`src/fcrt_pkg.sv`:
```
// Shared types, constants and status codes for the frame chunk reassembly tracker.
package fcrt_pkg;

  localparam int unsigned FCRT_CHUNK_PAYLOAD = 1024;
  localparam int unsigned FCRT_MAX_DATAGRAM  = 2048;
  localparam int unsigned FCRT_HDR_BYTES     = 8;
  localparam int unsigned FCRT_QUEUE_DEPTH   = 2;

  localparam int unsigned LEN_W   = 16;
  localparam int unsigned FID_W   = 32;
  localparam int unsigned CHUNK_W = 16;
  localparam int unsigned OFS_W   = 32;
  localparam int unsigned SIZE_W  = 24;

  localparam logic [SIZE_W-1:0] CAPACITY_RESET = 24'h10_0000;

  typedef enum logic [1:0] {
    ST_RUNT     = 2'd0,
    ST_PROGRESS = 2'd1,
    ST_COMPLETE = 2'd2,
    ST_OVERFLOW = 2'd3
  } fcrt_status_t;

  // Classified datagram as handed from the front to the back.
  typedef struct packed {
    logic               runt;
    logic [FID_W-1:0]   frame_number;
    logic [CHUNK_W-1:0] chunk_count;
    logic [OFS_W-1:0]   offset;
    logic [LEN_W-1:0]   payload;
  } fcrt_item_t;

endpackage

```
`src/fcrt_channels.sv`:
```
// Channel interfaces: datagram input, result output and capacity write port.
interface fcrt_dgram_if
  import fcrt_pkg::*;
();
  logic               valid;
  logic               ready;
  logic [LEN_W-1:0]   datagram_length;
  logic [FID_W-1:0]   frame_number;
  logic [CHUNK_W-1:0] chunk_number;
  logic [CHUNK_W-1:0] chunk_count;

  modport source (output valid, datagram_length, frame_number, chunk_number, chunk_count,
                  input ready);
  modport sink   (input valid, datagram_length, frame_number, chunk_number, chunk_count,
                  output ready);
endinterface

interface fcrt_result_if
  import fcrt_pkg::*;
();
  logic               valid;
  logic               ready;
  logic [1:0]         status;
  logic [OFS_W-1:0]   write_offset;
  logic [LEN_W-1:0]   write_length;
  logic [SIZE_W-1:0]  frame_size;
  logic [CHUNK_W-1:0] chunks_seen;
  logic               frame_restarted;

  modport source (output valid, status, write_offset, write_length, frame_size,
                  chunks_seen, frame_restarted, input ready);
  modport sink   (input valid, status, write_offset, write_length, frame_size,
                  chunks_seen, frame_restarted, output ready);
endinterface

interface fcrt_cfg_if
  import fcrt_pkg::*;
();
  logic              valid;
  logic              ready;
  logic [SIZE_W-1:0] data;

  modport source (output valid, data, input ready);
  modport sink   (input valid, data, output ready);
endinterface

```
`src/fcrt_front.sv`:
```
// Front end: clamps the length, flags runts and forms the write offset.
module fcrt_front
  import fcrt_pkg::*;
#(
  parameter int unsigned CHUNK_PAYLOAD = FCRT_CHUNK_PAYLOAD,
  parameter int unsigned MAX_DATAGRAM  = FCRT_MAX_DATAGRAM
) (
  fcrt_dgram_if.sink   in_dgram,
  input  logic         q_full,
  output logic         q_push,
  output fcrt_item_t   q_item
);

  localparam logic [LEN_W-1:0] MAX_LEN = LEN_W'(MAX_DATAGRAM);
  localparam logic [LEN_W-1:0] HDR_LEN = LEN_W'(FCRT_HDR_BYTES);
  localparam logic [OFS_W-1:0] CHUNK_BYTES = OFS_W'(CHUNK_PAYLOAD);

  logic [LEN_W-1:0] len_clamped;

  assign in_dgram.ready = ~q_full;
  assign q_push         = in_dgram.valid & ~q_full;

  always_comb begin
    len_clamped         = (in_dgram.datagram_length > MAX_LEN) ? MAX_LEN
                                                               : in_dgram.datagram_length;
    q_item.runt         = (len_clamped < HDR_LEN);
    q_item.frame_number = in_dgram.frame_number;
    q_item.chunk_count  = in_dgram.chunk_count;
    q_item.offset       = OFS_W'(in_dgram.chunk_number) * CHUNK_BYTES;
    q_item.payload      = len_clamped - HDR_LEN;
  end

endmodule

```
`src/fcrt_queue.sv`:
```
// Short register queue between the front and the back.
module fcrt_queue
  import fcrt_pkg::*;
(
  input  logic       clk,
  input  logic       rst_n,
  input  logic       push,
  input  fcrt_item_t push_item,
  output logic       full,
  input  logic       pop,
  output logic       not_empty,
  output fcrt_item_t head_item
);

  localparam int unsigned PTR_W = (FCRT_QUEUE_DEPTH > 1) ? $clog2(FCRT_QUEUE_DEPTH) : 1;
  localparam int unsigned CNT_W = $clog2(FCRT_QUEUE_DEPTH + 1);
  localparam logic [PTR_W-1:0] LAST_PTR = PTR_W'(FCRT_QUEUE_DEPTH - 1);
  localparam logic [CNT_W-1:0] DEPTH_CNT = CNT_W'(FCRT_QUEUE_DEPTH);

  fcrt_item_t       slot_r [FCRT_QUEUE_DEPTH];
  logic [PTR_W-1:0] wr_ptr_r, wr_ptr_nxt;
  logic [PTR_W-1:0] rd_ptr_r, rd_ptr_nxt;
  logic [CNT_W-1:0] count_r,  count_nxt;

  assign full      = (count_r == DEPTH_CNT);
  assign not_empty = (count_r != '0);
  assign head_item = slot_r[rd_ptr_r];

  always_comb begin
    wr_ptr_nxt = wr_ptr_r;
    rd_ptr_nxt = rd_ptr_r;
    count_nxt  = count_r;
    if (push) begin
      wr_ptr_nxt = (wr_ptr_r == LAST_PTR) ? '0 : wr_ptr_r + 1'b1;
    end
    if (pop) begin
      rd_ptr_nxt = (rd_ptr_r == LAST_PTR) ? '0 : rd_ptr_r + 1'b1;
    end
    if (push && !pop) begin
      count_nxt = count_r + 1'b1;
    end else if (pop && !push) begin
      count_nxt = count_r - 1'b1;
    end
  end

  always_ff @(posedge clk) begin
    if (!rst_n) begin
      wr_ptr_r <= '0;
      rd_ptr_r <= '0;
      count_r  <= '0;
    end else begin
      wr_ptr_r <= wr_ptr_nxt;
      rd_ptr_r <= rd_ptr_nxt;
      count_r  <= count_nxt;
    end
  end

  always_ff @(posedge clk) begin
    if (push) begin
      slot_r[wr_ptr_r] <= push_item;
    end
  end

endmodule

```
`src/fcrt_back.sv`:
```
// Back end: frame state, overflow check, chunk counting and the result register.
module fcrt_back
  import fcrt_pkg::*;
(
  input  logic          clk,
  input  logic          rst_n,
  fcrt_cfg_if.sink      cfg_wr,
  input  logic          q_not_empty,
  input  fcrt_item_t    q_item,
  output logic          q_pop,
  fcrt_result_if.source out_result
);

  localparam logic [CHUNK_W-1:0] CHUNK_MAX = '1;

  logic [SIZE_W-1:0]  capacity_r;
  logic               active_r,   active_nxt;
  logic [FID_W-1:0]   fid_r,      fid_nxt;
  logic [CHUNK_W-1:0] expect_r,   expect_nxt;
  logic [CHUNK_W-1:0] rcvd_r,     rcvd_nxt;
  logic [SIZE_W-1:0]  asm_r,      asm_nxt;

  logic               out_valid_r;
  fcrt_status_t       status_r,   status_nxt;
  logic [OFS_W-1:0]   offset_r,   offset_nxt;
  logic [LEN_W-1:0]   length_r,   length_nxt;
  logic [SIZE_W-1:0]  size_r,     size_nxt;
  logic [CHUNK_W-1:0] seen_r,     seen_nxt;
  logic               restart_r,  restart_nxt;

  logic               take;
  logic               restart;
  logic [CHUNK_W-1:0] base_rcvd, base_expect, new_rcvd;
  logic [SIZE_W-1:0]  base_asm,  new_asm;
  logic [OFS_W:0]     extent;
  logic               overflow;

  assign cfg_wr.ready = 1'b1;
  assign take  = ~out_valid_r | out_result.ready;
  assign q_pop = q_not_empty & take;

  always_comb begin
    restart     = ~active_r | (q_item.frame_number != fid_r);
    base_rcvd   = restart ? '0 : rcvd_r;
    base_asm    = restart ? '0 : asm_r;
    base_expect = restart ? q_item.chunk_count : expect_r;
    extent      = {1'b0, q_item.offset} + (OFS_W + 1)'(q_item.payload);
    overflow    = extent > (OFS_W + 1)'(capacity_r);
    new_asm     = (extent > (OFS_W + 1)'(base_asm)) ? extent[SIZE_W-1:0] : base_asm;
    new_rcvd    = (base_rcvd == CHUNK_MAX) ? base_rcvd : base_rcvd + 1'b1;
  end

  always_comb begin
    active_nxt  = active_r;
    fid_nxt     = fid_r;
    expect_nxt  = expect_r;
    rcvd_nxt    = rcvd_r;
    asm_nxt     = asm_r;
    status_nxt  = ST_RUNT;
    offset_nxt  = '0;
    length_nxt  = '0;
    size_nxt    = asm_r;
    seen_nxt    = rcvd_r;
    restart_nxt = 1'b0;
    if (!q_item.runt) begin
      offset_nxt  = q_item.offset;
      length_nxt  = q_item.payload;
      restart_nxt = restart;
      if (overflow) begin
        status_nxt = ST_OVERFLOW;
        size_nxt   = base_asm;
        seen_nxt   = base_rcvd;
      end else begin
        size_nxt   = new_asm;
        seen_nxt   = new_rcvd;
        status_nxt = (new_rcvd >= base_expect) ? ST_COMPLETE : ST_PROGRESS;
      end
      if (overflow || (new_rcvd >= base_expect)) begin
        active_nxt = 1'b0;
        fid_nxt    = '0;
        expect_nxt = '0;
        rcvd_nxt   = '0;
        asm_nxt    = '0;
      end else begin
        active_nxt = 1'b1;
        fid_nxt    = q_item.frame_number;
        expect_nxt = base_expect;
        rcvd_nxt   = new_rcvd;
        asm_nxt    = new_asm;
      end
    end
  end

  always_ff @(posedge clk) begin
    if (!rst_n) begin
      capacity_r  <= CAPACITY_RESET;
      active_r    <= 1'b0;
      fid_r       <= '0;
      expect_r    <= '0;
      rcvd_r      <= '0;
      asm_r       <= '0;
      out_valid_r <= 1'b0;
    end else begin
      if (cfg_wr.valid) begin
        capacity_r <= cfg_wr.data;
      end
      if (q_pop) begin
        active_r <= active_nxt;
        fid_r    <= fid_nxt;
        expect_r <= expect_nxt;
        rcvd_r   <= rcvd_nxt;
        asm_r    <= asm_nxt;
      end
      if (take) begin
        out_valid_r <= q_not_empty;
      end
    end
  end

  always_ff @(posedge clk) begin
    if (q_pop) begin
      status_r  <= status_nxt;
      offset_r  <= offset_nxt;
      length_r  <= length_nxt;
      size_r    <= size_nxt;
      seen_r    <= seen_nxt;
      restart_r <= restart_nxt;
    end
  end

  assign out_result.valid           = out_valid_r;
  assign out_result.status          = status_r;
  assign out_result.write_offset    = offset_r;
  assign out_result.write_length    = length_r;
  assign out_result.frame_size      = size_r;
  assign out_result.chunks_seen     = seen_r;
  assign out_result.frame_restarted = restart_r;

endmodule

```
`src/frame_chunk_reassembly_tracker.sv`:
```
// Path: an accepted datagram is written into the queue, then popped into the back's result register.
// Throughput: one transaction per cycle while the result is taken; the front runs ahead by up to two queued datagrams
// while the result register is stalled, and the back's state update sets the rate.
// Reset (rst_n low at a clock edge) closes any open frame, empties the queue and output
// register, and sets the buffer capacity to 1 MiB; no clearing pass is needed.
module frame_chunk_reassembly_tracker
  import fcrt_pkg::*;
#(
  parameter int unsigned CHUNK_PAYLOAD = FCRT_CHUNK_PAYLOAD,
  parameter int unsigned MAX_DATAGRAM  = FCRT_MAX_DATAGRAM
) (
  input  logic          clk,
  input  logic          rst_n,
  fcrt_dgram_if.sink    in_dgram,
  fcrt_cfg_if.sink      cfg_wr,
  fcrt_result_if.source out_result
);

  // Handshake between the front end and the queue.
  logic       q_full;
  logic       q_push;
  fcrt_item_t q_push_item;

  // Handshake between the queue and the back end.
  logic       q_pop;
  logic       q_not_empty;
  fcrt_item_t q_head_item;

  // The front end is purely combinational: it clamps the length, detects runts and
  // forms the write offset with a constant multiply, and the queue registers the result.
  fcrt_front #(
    .CHUNK_PAYLOAD (CHUNK_PAYLOAD),
    .MAX_DATAGRAM  (MAX_DATAGRAM)
  ) u_front (
    .in_dgram (in_dgram),
    .q_full   (q_full),
    .q_push   (q_push),
    .q_item   (q_push_item)
  );

  // The queue lets the input keep accepting transactions while a result waits to be taken.
  fcrt_queue u_queue (
    .clk       (clk),
    .rst_n     (rst_n),
    .push      (q_push),
    .push_item (q_push_item),
    .full      (q_full),
    .pop       (q_pop),
    .not_empty (q_not_empty),
    .head_item (q_head_item)
  );

  // The back end owns the frame state and the capacity register. It pops one item whenever
  // its output register is free or being emptied in the same cycle, so state updates and
  // results stay in arrival order.
  fcrt_back u_back (
    .clk         (clk),
    .rst_n       (rst_n),
    .cfg_wr      (cfg_wr),
    .q_not_empty (q_not_empty),
    .q_item      (q_head_item),
    .q_pop       (q_pop),
    .out_result  (out_result)
  );

endmodule
```
`src/flat_wrapper.sv`:
```
// flat-port wrapper written by rule: the top's interface ports become plain ports
module frame_chunk_reassembly_tracker_flat import fcrt_pkg::*;
#(
  parameter int unsigned CHUNK_PAYLOAD = FCRT_CHUNK_PAYLOAD,
  parameter int unsigned MAX_DATAGRAM  = FCRT_MAX_DATAGRAM
)
  (clk, rst_n, in_dgram_valid, in_dgram_datagram_length, in_dgram_frame_number, in_dgram_chunk_number, in_dgram_chunk_count, in_dgram_ready, cfg_wr_valid, cfg_wr_data, cfg_wr_ready, out_result_valid, out_result_status, out_result_write_offset, out_result_write_length, out_result_frame_size, out_result_chunks_seen, out_result_frame_restarted, out_result_ready);
  fcrt_dgram_if in_dgram_i ();
  fcrt_cfg_if cfg_wr_i ();
  fcrt_result_if out_result_i ();
  input  logic clk;
  input  logic rst_n;
  input wire logic [$bits(in_dgram_i.valid)-1:0] in_dgram_valid;
  input wire logic [$bits(in_dgram_i.datagram_length)-1:0] in_dgram_datagram_length;
  input wire logic [$bits(in_dgram_i.frame_number)-1:0] in_dgram_frame_number;
  input wire logic [$bits(in_dgram_i.chunk_number)-1:0] in_dgram_chunk_number;
  input wire logic [$bits(in_dgram_i.chunk_count)-1:0] in_dgram_chunk_count;
  output wire logic [$bits(in_dgram_i.ready)-1:0] in_dgram_ready;
  input wire logic [$bits(cfg_wr_i.valid)-1:0] cfg_wr_valid;
  input wire logic [$bits(cfg_wr_i.data)-1:0] cfg_wr_data;
  output wire logic [$bits(cfg_wr_i.ready)-1:0] cfg_wr_ready;
  output wire logic [$bits(out_result_i.valid)-1:0] out_result_valid;
  output wire logic [$bits(out_result_i.status)-1:0] out_result_status;
  output wire logic [$bits(out_result_i.write_offset)-1:0] out_result_write_offset;
  output wire logic [$bits(out_result_i.write_length)-1:0] out_result_write_length;
  output wire logic [$bits(out_result_i.frame_size)-1:0] out_result_frame_size;
  output wire logic [$bits(out_result_i.chunks_seen)-1:0] out_result_chunks_seen;
  output wire logic [$bits(out_result_i.frame_restarted)-1:0] out_result_frame_restarted;
  input wire logic [$bits(out_result_i.ready)-1:0] out_result_ready;
  assign in_dgram_i.valid = in_dgram_valid;
  assign in_dgram_i.datagram_length = in_dgram_datagram_length;
  assign in_dgram_i.frame_number = in_dgram_frame_number;
  assign in_dgram_i.chunk_number = in_dgram_chunk_number;
  assign in_dgram_i.chunk_count = in_dgram_chunk_count;
  assign in_dgram_ready = in_dgram_i.ready;
  assign cfg_wr_i.valid = cfg_wr_valid;
  assign cfg_wr_i.data = cfg_wr_data;
  assign cfg_wr_ready = cfg_wr_i.ready;
  assign out_result_valid = out_result_i.valid;
  assign out_result_status = out_result_i.status;
  assign out_result_write_offset = out_result_i.write_offset;
  assign out_result_write_length = out_result_i.write_length;
  assign out_result_frame_size = out_result_i.frame_size;
  assign out_result_chunks_seen = out_result_i.chunks_seen;
  assign out_result_frame_restarted = out_result_i.frame_restarted;
  assign out_result_i.ready = out_result_ready;
  frame_chunk_reassembly_tracker #(.CHUNK_PAYLOAD(CHUNK_PAYLOAD), .MAX_DATAGRAM(MAX_DATAGRAM)) u_core (.clk(clk), .rst_n(rst_n), .in_dgram(in_dgram_i), .cfg_wr(cfg_wr_i), .out_result(out_result_i));
endmodule
```
`config.mk`:
```
export PLATFORM = sky130hd
export DESIGN_NAME = frame_chunk_reassembly_tracker_flat
export DESIGN_NICKNAME = d
export VERILOG_FILES = /design/src/fcrt_pkg.sv /design/src/fcrt_channels.sv /design/src/fcrt_front.sv /design/src/fcrt_queue.sv /design/src/fcrt_back.sv /design/src/frame_chunk_reassembly_tracker.sv /design/src/flat_wrapper.sv
export SDC_FILE = /design/constraint.sdc
export NUM_CORES = 1
export LEC_CHECK = 0
export ABC_AREA = 1
export BUFFER_PORTS_ARGS = -buffer_cell sky130_fd_sc_hd__buf_2
export CORE_AREA = 2 2 238 170
export CTS_CLUSTER_DIAMETER = 120
export CTS_CLUSTER_SIZE = 30
export DETAILED_ROUTE_END_ITERATION = 8
export DIE_AREA = 0 0 240 172
export GPL_ROUTABILITY_DRIVEN = 0
export PLACE_DENSITY = 0.67
export SLEW_MARGIN = 25
export SYNTH_ARGS = -nofsm -noshare
export SYNTH_HDL_FRONTEND = slang
export SYNTH_SLANG_ARGS = --single-unit
export TNS_END_PERCENT = 30
```
`constraint.sdc`:
```
create_clock -name clk -period 7.5 [get_ports clk]
set_input_delay 0.375 -clock clk [delete_from_list [all_inputs] [get_ports clk]]
set_output_delay 0.375 -clock clk [all_outputs]
set_load 0.05 [all_outputs]
```
==> out/metrics.cfg <==
[run_status]
result_of_the_run=finished clean

[cts]
cts_hold_buffers=0
cts_made_buffers=15
cts_htree_levels=1
cts_setup_buffers=0
path_clk_slew_ns=0.12
cts_root_buf=sky130_fd_sc_hd__clkbuf_16
cts-root-to-sink-buffers=3
clkSinkCount=356
resized_after_cts=0
cts_tree=done
worst_skew_pair.late_latency_ns=0.53

[detailed_routing]
detail_route.wl_per_cell_um=16.4
detailedRoute.firstPassIterationCount=6
routed-via-count=15000
drc=0
dr_wl_met2_um=20100
met3WireLength_um=3440
antenna_violating_nets_post_route=0
topRoutingLayerUsed=met4
routed_wl_um=46800
drt-vias-per-instance=5.25
drt_iter0_markers=1486
wirelength_met1_um=22300

[critical_path]
critical-path-max-stage-delay_ns=0.55
critical_path.endpoint_type=flip-flop
crit_path_max_fanout=50
worst-setup-path-type=reg2reg
crit_path_top_delay_cell=sky130_fd_sc_hd__dfxtp_2
critical-path-top-cell-by-count=sky130_fd_sc_hd__nand2_1
cp-start-kind=flip-flop
critPathArrivalTime_ns=6.95
timing.critical_path.required_ns=7.97

[logic_synthesis]
synth.yosys.seq_area_share=0.513
synth_seq_cells=356
synth_cell_type_count=50
synthesized_instance_count=2186
netlist_area_um2=18500
count_of_synthesis_stage_warnings_from_yosys=0
synth.avg_cell_area_um2=8.48

[sta]
report.final.slew_viol_count=0
period_minus_slack_ns=6.48
rsz0062_at_grt=false
fin_crit_sh=0.864
max_freq_mhz=154
final.setup.tns_ns=0
worst-slew-pin-transition_ns=1.01
clock_skew_ns=0.0193
final_hold_viols=0
slew_headroom=0.321
setup-violations-final=0

[min_path]
timing.hold.worst.class=in2reg
worst_hold_start=in_dgram_chunk_number[1]

[grt]
grt_first_pass_wirelength_um=73100
overflow=0
pin_count_of_the_biggest_net_entering_global_routing=92
antenna_found_initial=4
number_of_global_route_vias_before_repair=13600
track_usage=0.223

[pwr]
powerDensity_nw_per_um2=357
p_leak_nw=8.16
vdd_ir_drop_max_uv=236

[cells_and_area]
multiInputGateArea_um2=7590
filler_cell_count=3721
syn_to_final_growth_pct=9.05
final-seq-area_um2=9500
final_cell_mix=537 x sky130_fd_sc_hd__nand2_1, 263 x sky130_fd_sc_hd__nor2_1, 241 x sky130_fd_sc_hd__inv_1
final_net_count=2493
most_common_cell_after_layout_fill_and_taps_aside=sky130_fd_sc_hd__nand2_1
drive_above_1_share=0.133
finished_core_util=0.517

[die]
start_util=0.474
core_region_area_um2=39100
floorplan.die.height_um=172
site_rows=61
ioPinCount=203
die_area_um2=41300
dieWidth_um=240

[flow_run]
timing.max_cap.violations=0

[placement]
hpwlAfterDp_um=33300
port_buffers=185

cell type report:
cell class | count | share of cell area
inverters | 251 | 0.0469
well taps | 535 | 0.0331
clock inverters | 1 | 0.000433
repair buffers | 200 | 0.0519
multi-input cells | 1486 | 0.376
diodes | 5 | 0.000619
flip-flops and latches | 356 | 0.470
clock buffers | 24 | 0.0213
cells in the mapped netlist, drive strengths merged:
cell type,count,area share
a31oi,3,0.0010
o2111ai,1,0.00047
dfxtp,119,0.13
nand3b,3,0.0012
and2,1,0.00034
o21ai,156,0.042
and3,3,0.0010
o21bai,2,0.00081
nand2,552,0.11
a21o,2,0.00081
nor4,4,0.0014
nor2,279,0.061
conb,2,0.00041
xor2,23,0.011
a21oi,114,0.031
a211oi,4,0.0016
clkinv,4,0.00088
or2,47,0.016
clkbuf,51,0.010
nor3,10,0.0032
ha,73,0.049
o21a,5,0.0020
o22ai,2,0.00068
inv,247,0.050
xnor2,6,0.0028
nand3,75,0.021
o211ai,19,0.0077
nand4,36,0.013
edfxtp,237,0.38
a22oi,45,0.018
mux2i,3,0.0016
fa,1,0.0011
buf,57,0.021
power by group:
| group | total [mW] | switching [mW] | internal, mW |
|---|---|---|---|
| Clock | 1.01 | 0.599 | 0.406 |
| Combinational | 3.49 | 2.62 | 0.869 |
| Sequential | 2.72 | 0.122 | 2.60 |
registers in the layout (all words and copies together), names as in the netlist, named ones only:
| name | cells |
|---|---|
| u_core.u_queue.count_r | 2 |
| u_core.u_back.expect_r | 16 |
| u_core.u_back.out_result.frame_size | 24 |
| u_core.u_queue.rd_ptr_r | 1 |
| u_core.u_back.fid_r | 32 |
| u_core.u_back.asm_r | 24 |
| u_core.u_back.out_result.write_offset | 16 |
| u_core.u_back.capacity_r | 24 |
| u_core.u_queue.slot_r | 162 |
| u_core.u_back.out_result.write_length | 16 |
| u_core.u_back.out_result.chunks_seen | 16 |
| u_core.u_back.active_r | 1 |
| u_core.u_back.out_result.valid | 1 |
| u_core.u_back.out_result.frame_restarted | 1 |
| u_core.u_back.out_result.status | 2 |
| u_core.u_back.rcvd_r | 16 |
| u_core.u_queue.wr_ptr_r | 1 |
metrics by stage:
| stage | hold slack [ns] | area, µm² | setup slack, ns | total power [mW] | instances |
|---|---|---|---|---|---|
| global route | 0.00502 | 20200 | 0.362 | 7.68 | 2857 |
| floorplan | 0.426 | 18600 | 1.45 | 5.37 | 2201 |
| detailed placement | 0.442 | 19700 | 1.13 | 6.24 | 2828 |
| global placement | 0.437 | 19700 | 1.36 | 6.17 | 2828 |
| CTS | 0.00889 | 20200 | 1.07 | 7.24 | 2853 |
| finish | 0.0258 | 20200 | 1.02 | 7.22 | 2858 |
per-layer routing:
layer,vias to the layer above,track usage
li1,7415,-
met1,7003,0.337
met2,516,0.337
met3,57,0.0322
met4,0,0.0562
met5,-,0
path summary, 6_finish.rpt:
path | end | depth (start not counted) | slack (ns)
worst min-delay path | u_core.u_queue.slot_r[1][17] | 1 | 0.03
worst max-delay path | u_core.u_back.fid_r[16] | 32 | 1.02
worst min register to register | u_core.u_queue.rd_ptr_r | 1 | 0.46
worst max register to register | u_core.u_back.fid_r[16] | 32 | 1.02
kinds of logic (layout without fill, tap and decap cells):
| logic type | Yosys count | in the layout | share of synthesized area |
|---|---|---|---|
| adder cells (fa/ha/maj) | 74 | 74 | 0.0504 |
| flip-flops | 356 | 356 | 0.513 |
| multiplexers | 3 | 3 | 0.00162 |
| AND/OR/NAND/NOR | 1010 | 1010 | 0.233 |
| buffers and inverters | 359 | 476 | 0.0823 |
| XOR/XNOR | 29 | 29 | 0.0137 |
| other | 2 | 22 | 0.000405 |
| AO/OA/AOI/OAI | 353 | 353 | 0.106 |
worst max-delay path, delay by kind of cell (launching register included):
family,cells,cell delay [ns]
xor gates and xnor gates,1,0.13
AOI/OAI and AO/OA,6,0.89
adders and majority gates,2,0.62
DFF,1,0.55
and+or+nand+nor,18,2.90
buffers and inverters,5,1.25
Power figures use the tool's default switching activity.
